### src/hw/rtl/rmsc_pkg.sv
package rmsc_pkg;

    localparam int unsigned BOUND_ENTRIES = 64;

    // error codes as reported on o_error_code
    localparam logic [1:0] ERR_NONE        = 2'd0;
    localparam logic [1:0] ERR_OVERFLOW    = 2'd1;
    localparam logic [1:0] ERR_ZERO_PERIOD = 2'd2;
    localparam logic [1:0] ERR_SATURATED   = 2'd3;

    typedef enum logic [2:0] {
        S_IDLE,
        S_DIV,
        S_GCD,
        S_LDIV,
        S_MUL,
        S_DONE
    } t_state;

    // controller to datapath
    typedef struct packed {
        logic load;
        logic div_step;
        logic gcd_step;
        logic ldiv_init;
        logic ldiv_step;
        logic mul_step;
        logic finish;
    } t_cmd;

    // datapath to controller
    typedef struct packed {
        logic zero_period;
        logic div_done;
        logic gcd_done;
        logic ldiv_done;
        logic mul_done;
    } t_status;

    function automatic logic [16:0] bound_lookup(input logic [5:0] idx);
        logic [16:0] v;
        case (idx)
            6'd0: v = 17'd65536;  6'd1: v = 17'd54292;  6'd2: v = 17'd51103;
            6'd3: v = 17'd49600;  6'd4: v = 17'd48725;  6'd5: v = 17'd48154;
            6'd6: v = 17'd47751;  6'd7: v = 17'd47452;  6'd8: v = 17'd47221;
            6'd9: v = 17'd47037;  6'd10: v = 17'd46888; 6'd11: v = 17'd46764;
            6'd12: v = 17'd46659; 6'd13: v = 17'd46569; 6'd14: v = 17'd46492;
            6'd15: v = 17'd46424; 6'd16: v = 17'd46365; 6'd17: v = 17'd46312;
            6'd18: v = 17'd46265; 6'd19: v = 17'd46222; 6'd20: v = 17'd46184;
            6'd21: v = 17'd46149; 6'd22: v = 17'd46118; 6'd23: v = 17'd46088;
            6'd24: v = 17'd46062; 6'd25: v = 17'd46037; 6'd26: v = 17'd46014;
            6'd27: v = 17'd45993; 6'd28: v = 17'd45973; 6'd29: v = 17'd45955;
            6'd30: v = 17'd45938; 6'd31: v = 17'd45922; 6'd32: v = 17'd45907;
            6'd33: v = 17'd45892; 6'd34: v = 17'd45879; 6'd35: v = 17'd45866;
            6'd36: v = 17'd45854; 6'd37: v = 17'd45843; 6'd38: v = 17'd45832;
            6'd39: v = 17'd45822; 6'd40: v = 17'd45812; 6'd41: v = 17'd45803;
            6'd42: v = 17'd45794; 6'd43: v = 17'd45786; 6'd44: v = 17'd45778;
            6'd45: v = 17'd45770; 6'd46: v = 17'd45763; 6'd47: v = 17'd45756;
            6'd48: v = 17'd45749; 6'd49: v = 17'd45742; 6'd50: v = 17'd45736;
            6'd51: v = 17'd45730; 6'd52: v = 17'd45724; 6'd53: v = 17'd45719;
            6'd54: v = 17'd45714; 6'd55: v = 17'd45708; 6'd56: v = 17'd45703;
            6'd57: v = 17'd45699; 6'd58: v = 17'd45694; 6'd59: v = 17'd45689;
            6'd60: v = 17'd45685; 6'd61: v = 17'd45681; 6'd62: v = 17'd45677;
            default: v = 17'd45673;
        endcase
        return v;
    endfunction

endpackage

### src/hw/rtl/rmsc_ctrl.sv
module rmsc_ctrl
    import rmsc_pkg::*;
(
    input  logic    i_clk,
    input  logic    i_rst_n,
    input  logic    i_start,
    input  t_status i_status,
    output t_cmd    o_cmd,
    output logic    o_busy
);

    t_state r_state, n_state;

    always_ff @(posedge i_clk) begin
        if (!i_rst_n) begin
            r_state <= S_IDLE;
        end else begin
            r_state <= n_state;
        end
    end

    always_comb begin
        n_state = r_state;
        o_cmd   = '0;
        o_busy  = (r_state != S_IDLE);
        case (r_state)
            S_IDLE: begin
                if (i_start) begin
                    o_cmd.load = 1'b1;
                    n_state = S_DIV;
                end
            end
            S_DIV: begin
                if (i_status.zero_period) begin
                    n_state = S_DONE;
                end else if (i_status.div_done) begin
                    n_state = S_GCD;
                end else begin
                    o_cmd.div_step = 1'b1;
                end
            end
            S_GCD: begin
                if (i_status.gcd_done) begin
                    o_cmd.ldiv_init = 1'b1;
                    n_state = S_LDIV;
                end else begin
                    o_cmd.gcd_step = 1'b1;
                end
            end
            S_LDIV: begin
                if (i_status.ldiv_done) begin
                    n_state = S_MUL;
                end else begin
                    o_cmd.ldiv_step = 1'b1;
                end
            end
            S_MUL: begin
                if (i_status.mul_done) begin
                    n_state = S_DONE;
                end else begin
                    o_cmd.mul_step = 1'b1;
                end
            end
            S_DONE: begin
                o_cmd.finish = 1'b1;
                n_state = S_IDLE;
            end
            default: begin
                n_state = S_IDLE;
            end
        endcase
    end

endmodule

### src/hw/rtl/rmsc_dp.sv
module rmsc_dp
    import rmsc_pkg::*;
#(
    parameter int unsigned MAX_TASKS = 16
) (
    input  logic        i_clk,
    input  logic        i_rst_n,
    input  t_cmd        i_cmd,
    input  logic [15:0] i_wcet,
    input  logic [15:0] i_period,
    input  logic        i_last_task,
    output t_status     o_status,
    output logic        o_valid,
    output logic [31:0] o_utilization,
    output logic [31:0] o_hyperperiod,
    output logic [15:0] o_set_size,
    output logic [16:0] o_rm_bound,
    output logic        o_verdict,
    output logic [1:0]  o_error_code
);

    localparam int unsigned CAP_RAW = (MAX_TASKS < BOUND_ENTRIES) ? MAX_TASKS : BOUND_ENTRIES;
    localparam logic [15:0] CAP = 16'(CAP_RAW);

    // set state
    logic [31:0] r_util, r_lcm;
    logic [15:0] r_count;
    logic [2:0]  r_err;

    // latched request
    logic [15:0] r_period;
    logic        r_last;

    // restoring divider for wcet<<16 / period: 32 bit dividend
    logic [31:0] r_dq;
    logic [16:0] r_drem;
    logic [5:0]  r_dcnt;

    // binary gcd, one shift or halved difference a cycle
    logic [31:0] r_ga, r_gb;
    logic [3:0]  r_gsh;

    // lcm / g divider
    logic [31:0] r_lq, r_lrem;
    logic [5:0]  r_lcnt;

    // shift-add multiply lcm/g * period, 64 bit product
    logic [63:0] r_prod;
    logic [31:0] r_mcand;
    logic [15:0] r_mplier;
    logic [4:0]  r_mcnt;

    logic [17:0] w_dtrial;
    logic [32:0] w_ltrial;
    logic [31:0] w_gdiff;
    logic [31:0] w_gval;
    logic [32:0] w_usum;
    logic [15:0] w_bidx;
    logic [16:0] w_bound;

    assign w_gdiff  = (r_ga >= r_gb) ? (r_ga - r_gb) : (r_gb - r_ga);
    assign w_gval   = r_gb << r_gsh;
    assign w_dtrial = {r_drem, r_dq[31]} - {2'b00, r_period};
    assign w_ltrial = {r_lrem, r_lq[31]} - {1'b0, w_gval};
    assign w_usum   = {1'b0, r_util} + {1'b0, r_dq};

    assign o_status.zero_period = (r_period == 16'd0);
    assign o_status.div_done    = (r_dcnt == 6'd32);
    assign o_status.gcd_done    = (r_ga == 32'd0);
    assign o_status.ldiv_done   = (r_lcnt == 6'd32);
    assign o_status.mul_done    = (r_mcnt == 5'd16);

    always_ff @(posedge i_clk) begin
        if (i_cmd.load) begin
            r_period <= i_period;
            r_last   <= i_last_task;
            r_dq     <= {i_wcet, 16'd0};
            r_drem   <= '0;
            r_dcnt   <= '0;
            r_ga     <= r_lcm;
            r_gb     <= {16'd0, i_period};
            r_gsh    <= '0;
            r_mcnt   <= '0;
        end
        if (i_cmd.div_step) begin
            if (!w_dtrial[17]) begin
                r_drem <= w_dtrial[16:0];
                r_dq   <= {r_dq[30:0], 1'b1};
            end else begin
                r_drem <= {r_drem[15:0], r_dq[31]};
                r_dq   <= {r_dq[30:0], 1'b0};
            end
            r_dcnt <= r_dcnt + 6'd1;
        end
        if (i_cmd.gcd_step) begin
            // common factors of two are counted in r_gsh, gcd is r_gb << r_gsh at the end
            if (!r_ga[0] && !r_gb[0]) begin
                r_ga  <= {1'b0, r_ga[31:1]};
                r_gb  <= {1'b0, r_gb[31:1]};
                r_gsh <= r_gsh + 4'd1;
            end else if (!r_ga[0]) begin
                r_ga <= {1'b0, r_ga[31:1]};
            end else if (!r_gb[0]) begin
                r_gb <= {1'b0, r_gb[31:1]};
            end else begin
                r_ga <= {1'b0, w_gdiff[31:1]};
                if (r_ga < r_gb) begin
                    r_gb <= r_ga;
                end
            end
        end
        if (i_cmd.ldiv_init) begin
            r_lq   <= r_lcm;
            r_lrem <= '0;
            r_lcnt <= '0;
        end
        if (i_cmd.ldiv_step) begin
            if (!w_ltrial[32]) begin
                r_lrem <= w_ltrial[31:0];
                r_lq   <= {r_lq[30:0], 1'b1};
            end else begin
                r_lrem <= {r_lrem[30:0], r_lq[31]};
                r_lq   <= {r_lq[30:0], 1'b0};
            end
            r_lcnt <= r_lcnt + 6'd1;
            if (r_lcnt == 6'd31) begin
                r_prod   <= '0;
                r_mplier <= r_period;
            end
        end
        if (i_cmd.mul_step) begin
            if (r_mcnt == 5'd0) begin
                r_mcand <= r_lq;
                r_prod  <= r_mplier[0] ? {32'd0, r_lq} : 64'd0;
            end else if (r_mplier[0]) begin
                r_prod <= r_prod + ({32'd0, r_mcand} << r_mcnt[3:0]);
            end
            r_mplier <= {1'b0, r_mplier[15:1]};
            r_mcnt   <= r_mcnt + 5'd1;
        end
    end

    assign w_bidx  = (r_count > CAP) ? CAP : ((r_count == 16'd0) ? 16'd1 : r_count);
    assign w_bound = bound_lookup(6'(w_bidx - 16'd1));

    always_ff @(posedge i_clk) begin
        if (!i_rst_n) begin
            r_util  <= '0;
            r_lcm   <= 32'd1;
            r_count <= '0;
            r_err   <= '0;
            o_valid <= 1'b0;
        end else begin
            o_valid <= 1'b0;
            if (i_cmd.load && r_count != 16'hFFFF) begin
                r_count <= r_count + 16'd1;
            end
            if (i_cmd.finish) begin
                logic [31:0] v_util, v_lcm;
                logic [2:0]  v_err;
                v_util = r_util;
                v_lcm  = r_lcm;
                v_err  = r_err;
                if (r_period == 16'd0) begin
                    v_err[1] = 1'b1;
                end else begin
                    if (w_usum[32]) begin
                        v_util = 32'hFFFFFFFF;
                        v_err[2] = 1'b1;
                    end else begin
                        v_util = w_usum[31:0];
                    end
                    if (r_prod[63:32] != 32'd0) begin
                        v_lcm = 32'd0;
                        v_err[0] = 1'b1;
                    end else begin
                        v_lcm = r_prod[31:0];
                    end
                end
                if (r_last) begin
                    o_valid       <= 1'b1;
                    o_utilization <= v_util;
                    o_hyperperiod <= v_lcm;
                    o_set_size    <= r_count;
                    o_rm_bound    <= w_bound;
                    o_verdict     <= (v_util > {15'd0, w_bound});
                    o_error_code  <= v_err[1] ? ERR_ZERO_PERIOD : (v_err[0] ? ERR_OVERFLOW :
                                     (v_err[2] ? ERR_SATURATED : ERR_NONE));
                    r_util  <= '0;
                    r_lcm   <= 32'd1;
                    r_count <= '0;
                    r_err   <= '0;
                end else begin
                    r_util <= v_util;
                    r_lcm  <= v_lcm;
                    r_err  <= v_err;
                end
            end
        end
    end

endmodule

### src/hw/rtl/rm_schedulability_check_core.sv
// after a request is taken, busy stays high through these steps in order: the utilization
// divider, the binary gcd of one shift or halved difference a cycle, the lcm divider, the
// multiply and the finish state; a zero period goes from the divider state straight to finish
// one request at a time: the next is taken once busy falls
// after the last task of a set, o_valid is high for one cycle, the first with busy low; no stall
// synchronous active-low reset clears the set state and returns to idle
module rm_schedulability_check_core
    import rmsc_pkg::*;
#(
    parameter int unsigned MAX_TASKS = 16
) (
    input  logic        i_clk,
    input  logic        i_rst_n,
    input  logic        start,
    output logic        busy,
    input  logic [15:0] i_wcet,
    input  logic [15:0] i_period,
    input  logic        i_last_task,
    output logic        o_valid,
    output logic [31:0] o_utilization,
    output logic [31:0] o_hyperperiod,
    output logic [15:0] o_set_size,
    output logic [16:0] o_rm_bound,
    output logic        o_verdict,
    output logic [1:0]  o_error_code
);

    // command and status between controller and datapath
    t_cmd    w_cmd;
    t_status w_status;

    rmsc_ctrl u_ctrl (
        .i_clk    (i_clk),
        .i_rst_n  (i_rst_n),
        .i_start  (start),
        .i_status (w_status),
        .o_cmd    (w_cmd),
        .o_busy   (busy)
    );

    rmsc_dp #(.MAX_TASKS(MAX_TASKS)) u_dp (
        .i_clk         (i_clk),
        .i_rst_n       (i_rst_n),
        .i_cmd         (w_cmd),
        .i_wcet        (i_wcet),
        .i_period      (i_period),
        .i_last_task   (i_last_task),
        .o_status      (w_status),
        .o_valid       (o_valid),
        .o_utilization (o_utilization),
        .o_hyperperiod (o_hyperperiod),
        .o_set_size    (o_set_size),
        .o_rm_bound    (o_rm_bound),
        .o_verdict     (o_verdict),
        .o_error_code  (o_error_code)
    );

endmodule
### config.mk
export PLATFORM = sky130hd
export DESIGN_NAME = rm_schedulability_check_core
export DESIGN_NICKNAME = d
export VERILOG_FILES = /design/src/hw/rtl/rmsc_pkg.sv /design/src/hw/rtl/rmsc_ctrl.sv /design/src/hw/rtl/rmsc_dp.sv /design/src/hw/rtl/rm_schedulability_check_core.sv
export SDC_FILE = /design/constraint.sdc
export NUM_CORES = 2
export LEC_CHECK = 0
export ABC_AREA = 1
export BUFFER_PORTS_ARGS = -buffer_cell sky130_fd_sc_hd__buf_2
export CORE_MARGIN = 2
export CORE_UTILIZATION = 40
export CTS_BUF_LIST = sky130_fd_sc_hd__clkbuf_16
export DETAILED_ROUTE_END_ITERATION = 7
export RECOVER_POWER = 100
export SLEW_MARGIN = 20
export SYNTH_ARGS = -nofsm -noshare
export SYNTH_HDL_FRONTEND = slang
export SYNTH_SLANG_ARGS = --single-unit
### constraint.sdc
create_clock -name i_clk -period 5.7 [get_ports i_clk]
set_clock_uncertainty 0.2 [all_clocks]
set_input_delay 0.285 -clock i_clk [delete_from_list [all_inputs] [get_ports i_clk]]
set_output_delay 0.285 -clock i_clk [all_outputs]
set_load 0.05 [all_outputs]
==> metrics.cfg <==
[clocking]
cts-htree-levels = 2
tritoncts.num_buffers = 61
ctsHoldBuffers = 34
clk_pin_slew_worst_paths_ns = 0.06
root_buffer = clkbuf_16
cts_tree = built
cts.repair.resized = 0
clock_path_buffers = 3
worst_skew_pair.late_latency_ns = 0.70
cts_sinks = 514
post_cts_buffers = 0

[critical_path]
critPathKind = flop to flop
r2r_start = u_dp.r_lcnt[0]$_SDFFCE_PN0P_
startpoint = u_dp.r_lcnt[0]$_SDFFCE_PN0P_
arrival_ns = 5.44
cp.required_ns = 6.08
cp-end-kind = flop
start_kind = flop
critPathMaxFanout = 53

[floorplanning]
core-area_um2 = 100000
dieWidth_um = 322
initial_core_util_pct = 40.4
std_cell_rows = 116
die_h_um = 322
io_pins = 138
fp.dieArea_um2 = 104000

[grt]
gr-usage-all-layers_pct = 27.5
grt_pass1_wl_um = 224000
grt_start_max_net_pins = 97
first_global_vias = 38000
grt_overflow = 0
antenna_found_initial = 5

[yosys]
async_flop_share_pct = 0
ys.flop_type = edfxtp_1
synth_cells = 6105
avgSynthCellArea_um2 = 6.64
synth_seq_cells = 514
synth_area_um2 = 40500
ys_seq_area_share_pct = 32.6
ys.warnings.count = 0
syn_nets = 6374
synth_edf_count = 294
ys_types = 62

[placement]
dpl.hpwl_um = 113000
port_buffers = 137
place_congestion = 1.01
dp.cells = 7409

[detailed_routing]
drc = 0
wire_per_inst_um = 19.4
vias = 40900
ant_nets = 0
routed_wirelength_um = 147000
dr.pass1.iters = 6
viasPerCell = 5.41
drt_iter0_drc = 3814

[final_layout]
final.fill_count = 10700
largest-register = u_dp.r_prod
syn2layout_area_growth_pct = 9.37
nNetsFinal = 6418
drive_above_1_share_pct = 4.42
largest_reg_flops = 64
layoutNonFillerInstCount = 7560

[worst_hold_path]
hold_path_class = primary input to flop
worstHoldStart = start

[job]
drv_cap = 11

[sta]
tns_ns = 0
relSlewSlack_pct = -119
whs_ns = 0.120
fmax_mhz = 198
slew_viol_final = 467
max_slew.worst_pin.slew_ns = 3.28
hold_viol_final = 0
setup-violations-final = 0
fin_crit_sh_pct = 88.8
grt_setup_unrepaired = no
fin_crit_ns = 5.06

[run_status]
status = finished with violations
violations = max-capacitance violations, max-slew violations

[pwr]
ir_worst_vdd_uv = 338
power_density_nw_per_um2 = 688
p_leak_nw = 19.8

cells in the mapped netlist, types with 9 or more instances:
| cell type | count | area (um2) |
|---|---|---|
| a21o_1 | 13 | 97.6 |
| a21oi_1 | 514 | 2570 |
| a22o_1 | 11 | 96.3 |
| a31o_1 | 13 | 114 |
| a31oi_1 | 31 | 194 |
| buf_1 | 19 | 71.3 |
| buf_2 | 22 | 110 |
| buf_4 | 10 | 75.1 |
| buf_6 | 13 | 146 |
| clkbuf_1 | 163 | 612 |
| clkbuf_2 | 17 | 85.1 |
| clkinv_1 | 9 | 33.8 |
| dfxtp_1 | 220 | 4400 |
| edfxtp_1 | 294 | 8830 |
| ha_1 | 227 | 2840 |
| inv_1 | 655 | 2460 |
| inv_2 | 20 | 75.1 |
| mux2i_1 | 31 | 310 |
| nand2_1 | 1879 | 7050 |
| nand2_2 | 21 | 131 |
| nand2_4 | 9 | 101 |
| nand3_1 | 337 | 1690 |
| nand3_2 | 11 | 110 |
| nand3b_1 | 14 | 105 |
| nand4_1 | 50 | 313 |
| nor2_1 | 582 | 2180 |
| nor2_2 | 10 | 62.6 |
| nor3_1 | 44 | 220 |
| nor4_1 | 21 | 131 |
| o211ai_1 | 27 | 203 |
| o21a_1 | 11 | 82.6 |
| o21ai_0 | 523 | 2620 |
| o21ai_1 | 24 | 120 |
| o21bai_1 | 18 | 135 |
| o22ai_1 | 27 | 169 |
| or2_2 | 23 | 144 |
| xnor2_1 | 30 | 263 |
| xor2_1 | 84 | 736 |
path summary, 6_finish.rpt:
path / end / slack (ns) / depth (start not counted)
setup / recovery: u_dp.r_prod[47]$_DFF_P_ / 0.64 / 12
setup reg to reg: u_dp.r_prod[47]$_DFF_P_ / 0.64 / 12
hold / removal: u_ctrl.r_state[2]$_SDFFE_PN0P_ / 0.12 / 5
hold reg to reg: u_dp.r_mcand[13]$_DFFE_PP_ / 0.23 / 0
critical path: stages (launching register included):
cell,delay [ns]
edfxtp_1,0.37
inv_1,0.07
ha_1,0.19
nand4_1,0.10
nand2_2,0.05
buf_4,0.29
inv_1,1.34
nand3_1,0.27
clkbuf_2,0.82
nor2_4,0.50
clkinv_1,0.36
a22oi_1,0.27
o21ai_0,0.09
routing by layer:
metal / track usage, % / vias up / part of all wire, %
met5: 0 / - / 0.0068
met4: 7.15 / 2 / 2.7
met2: 44.8 / 1345 / 45
met1: 38.7 / 19100 / 46
met3: 3.06 / 217 / 6.3
li1: - / 20200 / -
stage by stage:
stage / setup slack, ns / instance area (um2) / utilization (%) / power, mW
detailed placement: 0.783 / 42300 / 42.2 / 26.2
floorplan: 1.36 / 40500 / - / 20.4
CTS: 0.782 / 44600 / 44.5 / 30.3
global route: 0.156 / 44300 / 44.2 / 33.0
finish: 0.639 / 44300 / 44.2 / 30.5
global placement: 0.880 / 42300 / 42.2 / 26.1
logic make-up after synthesis:
group / share of synthesized area (%)
AO/OA/AOI/OAI: 16.6
XOR/XNOR: 2.46
adder cells (fa/ha/maj): 7.30
buffers and inverters: 9.06
flip-flops: 32.6
multiplexers: 0.765
AND/OR/NAND/NOR: 31.2
layout make-up:
| cell class | instances | area (um2) | area share [%] |
|---|---|---|---|
| Sequential cell | 514 | 13200 | 29.9 |
| Multi-Input combinational cell | 4662 | 23600 | 53.2 |
| Clock inverter | 53 | 434 | 0.979 |
| Clock buffer | 63 | 1580 | 3.56 |
| Timing Repair Buffer | 225 | 1220 | 2.75 |
| Inverter | 685 | 2570 | 5.81 |
| Antenna cell | 1 | 2.50 | 0.00564 |
| Tap cell | 1357 | 1700 | 3.83 |
where the power goes:
group | total, mW | leakage, nW | internal [mW] | switching, mW
Clock | 4.00 | 1.03 | 2.24 | 1.76
Sequential | 5.87 | 4.55 | 4.98 | 0.890
Combinational | 20.6 | 14.3 | 6.23 | 14.4
Total | 30.5 | 19.8 | 13.5 | 17.0
placed cells by master (no fill, tap or decap), drive strengths merged, types with 54 or more instances in the layout:
cell and instances:
a21oi 519, buf 54, clkbuf 200, dfxtp 220, edfxtp 294, ha 227
inv 692, nand2 1910, nand3 349, nand4 54, nor2 602, o21ai 551
xor2 84
No activity file was read; power rests on OpenSTA's default activity.
